### config.mk
export PLATFORM = sky130hd
export DESIGN_NAME = i2c_sensor_register_master_top
export DESIGN_NICKNAME = d
export VERILOG_FILES = /design/src/rtl/core/i2csrm_pkg.sv /design/src/rtl/core/i2csrm_in_stage.sv /design/src/rtl/core/i2csrm_step.sv /design/src/rtl/core/i2c_sensor_register_master_top.sv
export SDC_FILE = /design/constraint.sdc
export NUM_CORES = 1
export LEC_CHECK = 0
export BUFFER_PORTS_ARGS = -buffer_cell sky130_fd_sc_hd__buf_2
export CAP_MARGIN = 20
export CORE_MARGIN = 1
export CORE_UTILIZATION = 30
export CTS_CLUSTER_DIAMETER = 30
export DETAILED_ROUTE_END_ITERATION = 6
export PLACE_DENSITY = 0.47
export SKIP_LAST_GASP = 1
export SLEW_MARGIN = 5
export SYNTH_ARGS = -nofsm -noshare
export SYNTH_HDL_FRONTEND = slang
export SYNTH_HIERARCHICAL = 1
export SYNTH_SLANG_ARGS = --single-unit
export TNS_END_PERCENT = 10
### constraint.sdc
create_clock -name aclk -period 7.9 [get_ports aclk]
set_clock_uncertainty 0.05 [all_clocks]
set_input_delay 0.395 -clock aclk [delete_from_list [all_inputs] [get_ports aclk]]
set_output_delay 0.395 -clock aclk [all_outputs]
set_load 0.05 [all_outputs]
### src/rtl/core/i2csrm_pkg.sv
package i2csrm_pkg;

    // Sequencer phases.
    localparam logic [2:0] PH_IDLE  = 3'd0;
    localparam logic [2:0] PH_START = 3'd1;
    localparam logic [2:0] PH_WBIT  = 3'd2;
    localparam logic [2:0] PH_WACK  = 3'd3;
    localparam logic [2:0] PH_RBIT  = 3'd4;
    localparam logic [2:0] PH_MACK  = 3'd5;
    localparam logic [2:0] PH_STOP  = 3'd6;

    // Command codes carried with each tick.
    localparam logic [1:0] CMD_TICK  = 2'd0;
    localparam logic [1:0] CMD_WRITE = 2'd1;
    localparam logic [1:0] CMD_READ  = 2'd2;

    // Configuration register indexes and reset values.
    localparam logic       REG_DEVICE_ADDRESS = 1'b0;
    localparam logic [6:0] DEV_ADDR_RESET     = 7'd28;

    localparam int IN_DATA_W  = 24;
    localparam int IN_USER_W  = 2;
    localparam int OUT_DATA_W = 56;

    typedef struct packed {
        logic [1:0] command;
        logic [7:0] reg_addr;
        logic [7:0] write_data;
        logic       sda_in;
    } item_t;

    typedef struct packed {
        logic        scl;
        logic        sda_out;
        logic        sda_drive;
        logic        busy_res;
        logic        done_res;
        logic        nack;
        logic [15:0] accel_x;
        logic [15:0] accel_y;
        logic [15:0] accel_z;
    } result_t;

    typedef struct packed {
        logic [2:0]  phase;
        logic [1:0]  quarter;
        logic [3:0]  bit_cnt;
        logic [2:0]  byte_cnt;
        logic [7:0]  shift;
        logic [1:0]  req_cmd;
        logic [7:0]  req_reg;
        logic [7:0]  req_data;
        logic [47:0] read_buf;
        logic        nack_seen;
    } seq_state_t;

endpackage

### src/rtl/core/i2csrm_in_stage.sv
module i2csrm_in_stage (
    input  logic                               aclk,
    input  logic                               aresetn,
    input  logic                               s_tvalid,
    output logic                               s_tready,
    input  logic [i2csrm_pkg::IN_DATA_W-1:0]   s_tdata,
    input  logic [i2csrm_pkg::IN_USER_W-1:0]   s_tuser,
    input  logic                               take,
    output logic                               item_valid,
    output i2csrm_pkg::item_t                  item
);
    import i2csrm_pkg::*;

    logic  valid_reg;
    logic  valid_next;
    item_t item_reg;

    // The register frees up in the same cycle that its word moves on.
    assign s_tready   = !valid_reg || take;
    assign valid_next = (s_tvalid && s_tready) || (valid_reg && !take);

    always_ff @(posedge aclk) begin
        if (!aresetn) begin
            valid_reg <= 1'b0;
        end else begin
            valid_reg <= valid_next;
        end
    end

    always_ff @(posedge aclk) begin
        if (s_tvalid && s_tready) begin
            item_reg.command    <= s_tuser[1:0];
            item_reg.reg_addr   <= s_tdata[7:0];
            item_reg.write_data <= s_tdata[15:8];
            item_reg.sda_in     <= s_tdata[16];
        end
    end

    assign item_valid = valid_reg;
    assign item       = item_reg;

endmodule

### src/rtl/core/i2csrm_step.sv
module i2csrm_step #(
    parameter int READ_BYTES = 6
) (
    input  i2csrm_pkg::seq_state_t cur_state,
    input  i2csrm_pkg::item_t      item,
    input  logic [6:0]             device_address,
    output i2csrm_pkg::seq_state_t next_state,
    output i2csrm_pkg::result_t    result
);
    import i2csrm_pkg::*;

    localparam logic [3:0] NUM_BYTES = 4'(READ_BYTES);

    function automatic logic [7:0] tx_byte(input logic [2:0] idx, input logic [1:0] cmd,
                                           input logic [7:0] reg_b, input logic [7:0] dat_b,
                                           input logic [6:0] dev);
        logic [7:0] adr;
        adr = {dev, 1'b0};
        if (idx == 3'd0) begin
            tx_byte = adr;
        end else if (idx == 3'd1) begin
            tx_byte = reg_b;
        end else if (cmd == CMD_WRITE) begin
            tx_byte = dat_b;
        end else begin
            tx_byte = {dev, 1'b1};
        end
    endfunction

    always_comb begin
        seq_state_t st;
        logic [1:0] q;
        logic       idle_out;
        logic [3:0] byte_inc;
        logic [5:0] slot;

        st       = cur_state;
        result   = '0;
        idle_out = 1'b0;
        byte_inc = 4'd0;
        slot     = 6'd0;

        if (st.phase == PH_IDLE) begin
            if (item.command == CMD_WRITE || item.command == CMD_READ) begin
                st.req_cmd   = item.command;
                st.req_reg   = item.reg_addr;
                st.req_data  = item.write_data;
                st.nack_seen = 1'b0;
                st.byte_cnt  = 3'd0;
                st.bit_cnt   = 4'd0;
                st.quarter   = 2'd0;
                if (item.command == CMD_READ) begin
                    st.read_buf = '0;
                end
                st.phase = PH_START;
            end else begin
                idle_out = 1'b1;
            end
        end

        q = st.quarter;
        result.scl      = (q == 2'd1) || (q == 2'd2);
        result.busy_res = 1'b1;

        if (!idle_out) begin
            unique case (st.phase)
                PH_START: begin
                    result.sda_out   = (q < 2'd2);
                    result.sda_drive = 1'b1;
                    if (q == 2'd3) begin
                        st.shift   = tx_byte(st.byte_cnt, st.req_cmd, st.req_reg,
                                             st.req_data, device_address);
                        st.bit_cnt = 4'd0;
                        st.phase   = PH_WBIT;
                    end
                end
                PH_WBIT: begin
                    result.sda_out   = st.shift[7];
                    result.sda_drive = 1'b1;
                    if (q == 2'd3) begin
                        st.shift   = {st.shift[6:0], 1'b0};
                        st.bit_cnt = st.bit_cnt + 4'd1;
                        if (st.bit_cnt >= 4'd8) begin
                            st.phase = PH_WACK;
                        end
                    end
                end
                PH_WACK: begin
                    if (q == 2'd2) begin
                        st.shift = {7'd0, item.sda_in};
                    end
                    if (q == 2'd3) begin
                        priority if (st.shift[0]) begin
                            st.nack_seen = 1'b1;
                            st.phase     = PH_STOP;
                        end else if (st.req_cmd == CMD_WRITE) begin
                            if (st.byte_cnt >= 3'd2) begin
                                st.phase = PH_STOP;
                            end else begin
                                st.byte_cnt = st.byte_cnt + 3'd1;
                                st.shift    = tx_byte(st.byte_cnt, st.req_cmd, st.req_reg,
                                                      st.req_data, device_address);
                                st.bit_cnt  = 4'd0;
                                st.phase    = PH_WBIT;
                            end
                        end else if (st.byte_cnt == 3'd0) begin
                            st.byte_cnt = 3'd1;
                            st.shift    = tx_byte(st.byte_cnt, st.req_cmd, st.req_reg,
                                                  st.req_data, device_address);
                            st.bit_cnt  = 4'd0;
                            st.phase    = PH_WBIT;
                        end else if (st.byte_cnt == 3'd1) begin
                            // Repeated start before the read address.
                            st.byte_cnt = 3'd2;
                            st.phase    = PH_START;
                        end else begin
                            st.byte_cnt = 3'd0;
                            st.bit_cnt  = 4'd0;
                            st.shift    = 8'd0;
                            st.phase    = PH_RBIT;
                        end
                    end
                end
                PH_RBIT: begin
                    if (q == 2'd2) begin
                        st.shift = {st.shift[6:0], item.sda_in};
                    end
                    if (q == 2'd3) begin
                        st.bit_cnt = st.bit_cnt + 4'd1;
                        if (st.bit_cnt >= 4'd8) begin
                            if (st.byte_cnt < 3'd6) begin
                                slot = 6'd40 - {st.byte_cnt, 3'b000};
                                st.read_buf[slot +: 8] = st.shift;
                            end
                            st.phase = PH_MACK;
                        end
                    end
                end
                PH_MACK: begin
                    byte_inc = {1'b0, st.byte_cnt} + 4'd1;
                    // The final byte gets a NACK, all others an ACK.
                    result.sda_out   = (byte_inc >= NUM_BYTES);
                    result.sda_drive = 1'b1;
                    if (q == 2'd3) begin
                        st.byte_cnt = byte_inc[2:0];
                        if ({1'b0, st.byte_cnt} >= NUM_BYTES) begin
                            st.phase = PH_STOP;
                        end else begin
                            st.bit_cnt = 4'd0;
                            st.shift   = 8'd0;
                            st.phase   = PH_RBIT;
                        end
                    end
                end
                PH_STOP: begin
                    result.scl       = (q != 2'd0);
                    result.sda_out   = (q >= 2'd2);
                    result.sda_drive = 1'b1;
                    if (q == 2'd3) begin
                        result.done_res = 1'b1;
                        result.nack     = st.nack_seen;
                        if (!st.nack_seen && st.req_cmd == CMD_READ) begin
                            result.accel_x = st.read_buf[47:32];
                            result.accel_y = st.read_buf[31:16];
                            result.accel_z = st.read_buf[15:0];
                        end
                        st.phase = PH_IDLE;
                    end
                end
                default: begin
                    st.phase = PH_IDLE;
                end
            endcase
            st.quarter = (st.phase == PH_IDLE) ? 2'd0 : q + 2'd1;
        end else begin
            result           = '0;
            result.scl       = 1'b1;
            result.sda_out   = 1'b1;
            result.sda_drive = 1'b1;
        end

        next_state = st;
    end

endmodule

### src/rtl/core/i2c_sensor_register_master_top.sv
// Channel | Ports                         | Word contents (lowest bit first)
// input   | s_tvalid s_tready s_tdata s_tuser | tuser: command; tdata: reg_addr,
//         |                               |   write_data, sda_in
// result  | m_tvalid m_tready m_tdata     | scl, sda_out, sda_drive, busy_res,
//         |                               |   done_res, nack, accel_x, accel_y, accel_z
// config  | psel penable pwrite paddr pwdata prdata pready | device_address at 0
//
// One input word, one quarter-bit tick, is taken every clock unless the result channel
// stalls; each gives one result. A taken word passes from the input register through the
// sequencer step logic into the result register, from which it leaves on the result channel.
// Reset (aresetn low, synchronous) returns the sequencer to idle with all counters cleared
// and device_address at 28. A stalled result holds in the result register while the
// input register keeps one more word; s_tready drops only when both are full.
module i2c_sensor_register_master_top #(
    parameter int READ_BYTES = 6
) (
    input  logic                                aclk,
    input  logic                                aresetn,
    // Input channel.
    input  logic                                s_tvalid,
    output logic                                s_tready,
    // [7:0] reg_addr, [15:8] write_data, [16] sda_in, [23:17] zero
    input  logic [i2csrm_pkg::IN_DATA_W-1:0]    s_tdata,
    // [1:0] command
    input  logic [i2csrm_pkg::IN_USER_W-1:0]    s_tuser,
    // Result channel.
    output logic                                m_tvalid,
    input  logic                                m_tready,
    // [0] scl, [1] sda_out, [2] sda_drive, [3] busy_res, [4] done_res, [5] nack,
    // [21:6] accel_x, [37:22] accel_y, [53:38] accel_z, [55:54] zero
    output logic [i2csrm_pkg::OUT_DATA_W-1:0]   m_tdata,
    // Configuration port.
    input  logic                                psel,
    input  logic                                penable,
    input  logic                                pwrite,
    input  logic [2:0]                          paddr,
    input  logic [31:0]                         pwdata,
    output logic [31:0]                         prdata,
    output logic                                pready
);
    import i2csrm_pkg::*;

    logic       item_valid;
    item_t      item;
    logic       advance;
    seq_state_t state_reg;
    seq_state_t state_next;
    result_t    step_result;
    logic       out_valid_reg;
    result_t    out_reg;
    logic [6:0] dev_addr_reg;

    // The input word moves into the result register whenever that register is
    // empty or being emptied this cycle.
    assign advance = item_valid && (!out_valid_reg || m_tready);

    i2csrm_in_stage u_in_stage (
        .aclk       (aclk),
        .aresetn    (aresetn),
        .s_tvalid   (s_tvalid),
        .s_tready   (s_tready),
        .s_tdata    (s_tdata),
        .s_tuser    (s_tuser),
        .take       (advance),
        .item_valid (item_valid),
        .item       (item)
    );

    i2csrm_step #(
        .READ_BYTES (READ_BYTES)
    ) u_step (
        .cur_state      (state_reg),
        .item           (item),
        .device_address (dev_addr_reg),
        .next_state     (state_next),
        .result         (step_result)
    );

    // Sequencer state advances once per consumed tick.
    always_ff @(posedge aclk) begin
        if (!aresetn) begin
            state_reg <= '0;
        end else if (advance) begin
            state_reg <= state_next;
        end
    end

    always_ff @(posedge aclk) begin
        if (!aresetn) begin
            out_valid_reg <= 1'b0;
        end else if (advance) begin
            out_valid_reg <= 1'b1;
        end else if (m_tready) begin
            out_valid_reg <= 1'b0;
        end
    end

    always_ff @(posedge aclk) begin
        if (advance) begin
            out_reg <= step_result;
        end
    end

    assign m_tvalid = out_valid_reg;
    assign m_tdata  = {2'b00, out_reg.accel_z, out_reg.accel_y, out_reg.accel_x,
                       out_reg.nack, out_reg.done_res, out_reg.busy_res,
                       out_reg.sda_drive, out_reg.sda_out, out_reg.scl};

    // Register file: one register, decoded on the word address bit.
    assign pready = 1'b1;

    always_ff @(posedge aclk) begin
        if (!aresetn) begin
            dev_addr_reg <= DEV_ADDR_RESET;
        end else if (psel && penable && pwrite && pready
                     && paddr[2] == REG_DEVICE_ADDRESS) begin
            dev_addr_reg <= pwdata[6:0];
        end
    end

    assign prdata = (paddr[2] == REG_DEVICE_ADDRESS) ? {25'd0, dev_addr_reg} : 32'd0;

    // An active transaction always belongs to a write or a read request.
    a_req_kind: assert property (@(posedge aclk) disable iff (!aresetn)
        state_reg.phase != PH_IDLE |-> (state_reg.req_cmd == CMD_WRITE
                                        || state_reg.req_cmd == CMD_READ))
        else $error("active phase without a latched request");

    // The quarter counter sits at zero whenever the bus is idle.
    a_idle_quarter: assert property (@(posedge aclk) disable iff (!aresetn)
        state_reg.phase == PH_IDLE |-> state_reg.quarter == 2'd0)
        else $error("quarter counter running while idle");

    // A done pulse returns the sequencer to idle.
    a_done_idle: assert property (@(posedge aclk) disable iff (!aresetn)
        advance && step_result.done_res |=> state_reg.phase == PH_IDLE)
        else $error("sequencer not idle after done");

    // A waiting input word is not dropped.
    a_in_hold: assert property (@(posedge aclk) disable iff (!aresetn)
        item_valid && !advance |=> item_valid)
        else $error("input word lost while stalled");

    // Byte counter never runs past the read length.
    a_byte_range: assert property (@(posedge aclk) disable iff (!aresetn)
        state_reg.phase == PH_RBIT |-> {1'b0, state_reg.byte_cnt} < 4'(READ_BYTES))
        else $error("read byte counter out of range");

endmodule
# --- After elaboration in Yosys (flattened, before gate mapping) ---
# Index checks and enable logic that the tools add are counted.
totals:
  ff_bits: 169
  output_inout_bits: 91
  word_cells: 164
classes:
  addsub: 6
  order_cmp: 7
  n_eq_ne: 19
  shift: 2
  mux: 71
  bitwise_logic: 5
  n_reduce_logical: 28
ops:
  columns: ["operator", "count"]
  rows:
  - ["two-way mux 48 bit", 6]
  - ["two-way mux 67 bit", 2]
  - ["two-way mux 8 bit", 15]
  - ["two-way mux 15 bit", 6]
  - ["two-way mux 50 bit", 1]
  - ["two-way mux 49 bit", 1]
  - ["bitwise mux 48 bit", 1]
  - ["variable shift 8 x 8 -> 48 bit (first input constant)", 1]
  - ["variable part select 8 x 8 -> 48 bit", 1]
  - ["two-way mux 3 bit", 14]
  - ["one-hot mux 8 bit (5 select lines)", 1]
  - ["two-way mux 12 bit", 2]
  - ["two-way mux 20 bit", 1]
  - ["one-hot mux 3 bit (6 select lines)", 1]
  - ["two-way mux 4 bit", 4]
  - ["one-hot mux 4 bit (4 select lines)", 1]
  - ["logical NOT 3 bit", 4]
  - ["== test 3 x 1 -> 1 bit (second input constant)", 3]
  - ["== test 3 bit (second input constant)", 3]
  - ["two-way mux 1 bit", 9]
  - ["== test 2 bit (second input constant)", 4]
  - ["negator 6 -> 8 bit", 1]
  - ["one-hot mux 2 bit (4 select lines)", 1]
  - ["logical AND 1 bit", 7]
  - ["28 further kinds", 48]

# --- Longest topological paths before layout ---
depth:
  depth_word: 15
  depth_mapped: 19
  depth_no_buf: 14

# --- Modules after synthesis ---
# Netlist, hierarchy kept.
modules_own_cells:
  columns: ["mod", "n_inst", "cells_per_inst", "area_each_um2", "seq_area_each_um2"]
  rows:
  - ["i2c_sensor_register_master_top", 1, 501, 5646.7, 3523.4]
  - ["i2csrm_step", 1, 691, 4145.2, 0.0]
  - ["i2csrm_in_stage", 1, 24, 628.1, 590.6]

# --- Worst setup path before layout ---
# No wires, ideal clock.
synth_path:
  kind: "register -> register"
  from: "register u_in_stage.item_reg, in the netlist u_in_stage/item[18]"
  to: "register state_reg[69] (netlist name)"
  setup_time_ns: 0.073
  t_arrival_ns: 4.286
  required_time_ns: 7.777
  setup_slack_ns: 3.490
  path_stages_with_launch: 16
  n_path_buf: 3
  period_less_slack_ns: 4.410
  path_cell_list: "edfxtp_1 -> ha_1 -> or4_1 -> clkbuf_1 -> buf_1 -> clkbuf_1 -> and2_1 -> ha_1 -> mux2_2 -> or4_4 -> a2bb2oi_1 -> or4_1 -> o2111ai_1 -> o221a_1 -> nand2_1 -> mux2i_1"
synth_via:
  elab_chain_len: 14
  word_cells_on_any_way: 51
synth_rtl:
  columns: ["item", "line", "source"]
  rows:
  - ["from (decl)", "i2csrm_in_stage.sv:16", "item_t item_reg;"]
  - ["parallel branches: the longest is 14 deep, another holds adder 3 x 1 -> 3 bit", null, null]
  - ["to (signal assigned)", "i2c_sensor_register_master_top.sv:84", "state_reg <= state_next;"]
  - ["to (decl)", "i2c_sensor_register_master_top.sv:46", "seq_state_t state_reg;"]
# Parallel ways; which one is timed is not known. The select of a mux whose other input is x is not followed.
# A chain may end at the register's enable or synchronous reset.

# --- Worst setup path after layout ---
layout_path:
  from: "register u_in_stage.item_reg, in the netlist u_in_stage/item[17]"
  to: "register state_reg[69] (netlist name)"
# Same word-level chain as after synthesis.

==> metrics <==
sum of negative setup slack=0 ns; most frequent cells in the layout=nand2_1, mux2i_1, dfxtp_1, buf_2, edfxtp_1; Final Non-Filler Cells=1,723; ranking of synthesized cells by area=edfxtp_1, dfxtp_1, mux2i_1, nand2_1, nor4_1; Final Cell Area=11,690 sq um; Crit. path cell count=14; distinct cell type count after synthesis=81; starting DRC count in detailed routing=a little over 800; Critical R2R Launch=u_in_stage/item[17]$_DFFE_PP_; path depth of the worst reg2reg path=14; starting density of the core=30.77%; LEAKAGE=4.293 nW; Max Cap Viol=0; HPWL Detailed=20,900 microns; post-cts resize count=0; Crit path required time=8.23 ns; # diodes=0; final critical-path share of the clock period=around 68%; Critical Path Start=u_in_stage/item[17]$_DFFE_PP_; CP top delay family=simple AND/OR/NAND/NOR gates; FF-to-FF End=state_reg[69]$_SDFFE_PN0P_; CTS Sinks=~170; Rel. slew slack=around a quarter; CP endpoint kind=flip-flop; die area=35,480 sq um; Synth Warn #=6; Core Footprint=33,870 sq um; clock transition at the registers of the reported paths=0.07 ns; vias in the first global route=8,394; Row Count=67; most common cell after layout, fill and taps aside=nand2_1; RSZ-0062 raised after global routing=no; hold_sp=s_tdata[16]; layout cells sized above 1=14.82%; kind of critical path=reg2reg; Peak VDD IR=0.0001549 V; fin util=34.51%; max-slew violation count=0; run status=completed; Worst R2R Setup Slack=2.55 ns; PwrDens=about 180 nW/um^2; routed wire length=31,430 microns; # placed instances=1,691; Bufs and invs on worst path=2; largest net degree at the start of global routing=97; CP peak stage delay=~1 ns; post-route ant nets=0; I/O pin cnt=159; total number of H-tree levels=4; routed length per instance=18.24 microns; initial antenna violation count=0; first-pass GRT wire length=49,280 microns; Final Net Count=1,346; Total GRT Usage=17.74%; Hold WS=0.07555 ns; Vias=about 9,000; vias per cell=5.196; crit-path cells=inv_1 > ha_1 > or4_1 > nand2_1 > ha_1 > buf_4 > mux2_2 > or4_4 > a2bb2oi_1 > or4_1 > o2111ai_1 > o221a_1 > nand2_1 > mux2i_1; placed inst area=11,130 sq um; Post-synth EDFFs=73; Final min period=5.347 ns; final setup fails=0; cell count after synthesis=around 1,200; Syn Area/Cell=8.569 sq um; flops & latches, synth=roughly 170; later-pin clock latency in the skew report=0.45 ns; Mapped Area=~10,000 sq um; critical path's slowest cell=or4_1; Clock Path Buffers=2; Data arrival, critical path=5.67 ns; Post-synth ARST share=0%; CTS root buf=clkbuf_16; sequential area share after synthesis=39.48%; final hold violations=0; Die Height=188.4 microns; total CTS buffers=17; GPL Wtd Cong=just under 0.9; grt total ovfl=0; DRC errors left=0; Initial DRT Pass Iterations=5; Worst Path Max Fanout=22; Port Buffers=96; leading area contributor after synthesis=edfxtp_1; Yosys top cell area share=21.04%; hold path depth=1; max reg flops=a little under 90; Area Growth Syn to Fin=12.18%; DIE WIDTH=188.4 microns; top_reg_cell synth=dfxtp_1; Hold WC Path Type=in2reg; hold_buf cts=0; Startpoint Class=flip-flop; Max Fclk=0.1870 GHz; Setup Buffers After CTS=0; termination of the worst setup path=state_reg[69]$_SDFFE_PN0P_; worst-margin pin slew=around 1.1 ns; CTS tree=yes
## final cells by class
| class | instances | area, sq um |
|---|---|---|
| fillers | 3575 | 22180 |
| flip-flops and latches | 169 | 4114 |
| repair buffers | 120 | 660.6 |
| well taps | 448 | 560.5 |
| inverters | 21 | 81.33 |
| clock buffers | 19 | 432.9 |
| multi-input cells | 933 | 5718 |
| clock inverters | 13 | 121.4 |
## per-layer routing
| metal | track usage [%] | routed length, microns | part of all wire, % |
|---|---|---|---|
| met5 | 0 | 0 | 0 |
| met2 | 27.99 | 14420 | 46 |
| met3 | 2.943 | 1452 | 4.6 |
| met4 | 5.521 | 624 | 2.0 |
| met1 | 24.65 | 14940 | 48 |
## where the power goes
group | switching (W) | leakage (nW) | internal, W
logic | 0.000268 | 2.59 | 0.000101
clock network | 0.000384 | 0.262 | 0.000438
registers | 0.0000188 | 1.44 | 0.000944
total | 0.000671 | 4.29 | 0.00148
## how the worst min path moves through the flow
| stage | to | slack (ns) |
|---|---|---|
| global route | u_in_stage/item[0]$_DFFE_PP_ | 0.06 |
| CTS | u_in_stage/item[0]$_DFFE_PP_ | 0.05 |
| finish | u_in_stage/item[0]$_DFFE_PP_ | 0.08 |
| detailed placement | state_reg[57]$_SDFFE_PN0P_ | 0.40 |
| global placement | state_reg[76]$_SDFFE_PN0P_ | 0.39 |
| floorplan | state_reg[76]$_SDFFE_PN0P_ | 0.38 |
## worst register-to-register path, stage by stage (launching register included)
cell and delay, ns:
edfxtp_1 0.44, inv_1 0.13, ha_1 0.53, or4_1 0.99
nand2_1 0.27, ha_1 0.18, buf_4 0.28, mux2_2 0.57
or4_4 0.63, a2bb2oi_1 0.20, or4_1 0.53, o2111ai_1 0.10
o221a_1 0.19, nand2_1 0.05, mux2i_1 0.15
## Yosys cell counts (10+ instances only)
master / n
a211oi_1: 12
a21oi_1: 44
and2_1: 13
buf_2: 21
buf_4: 34
clkbuf_1: 50
dfxtp_1: 96
edfxtp_1: 73
ha_1: 16
inv_1: 19
mux2_2: 14
mux2i_1: 131
nand2_1: 309
nand2b_1: 16
nand3_1: 19
nor2_1: 45
nor2b_1: 19
nor3_1: 29
nor4_1: 47
o21ai_0: 46
or3_1: 10
## cell families after synthesis
| group | after synthesis | share of synthesized area [%] |
|---|---|---|
| multiplexers | 145 | 14.10 |
| other | 2 | 0.07207 |
| AND/OR/NAND/NOR | 544 | 24.35 |
| XOR/XNOR | 3 | 0.2522 |
| AO/OA/AOI/OAI | 197 | 12.84 |
| adder cells (fa/ha/maj) | 16 | 1.921 |
| buffers and inverters | 140 | 6.988 |
| flip-flops | 169 | 39.48 |
## stage by stage
stage | power (W) | setup slack, ns
2_1_floorplan | 0.001271 | 3.490
3_3_place_gp | 0.001349 | 2.567
3_5_place_dp | 0.001352 | 2.532
4_1_cts | 0.002179 | 2.536
5_1_grt | 0.002240 | 2.131
6_report | 0.002153 | 2.553
Note: power is estimated with default switching activity, not from simulation.
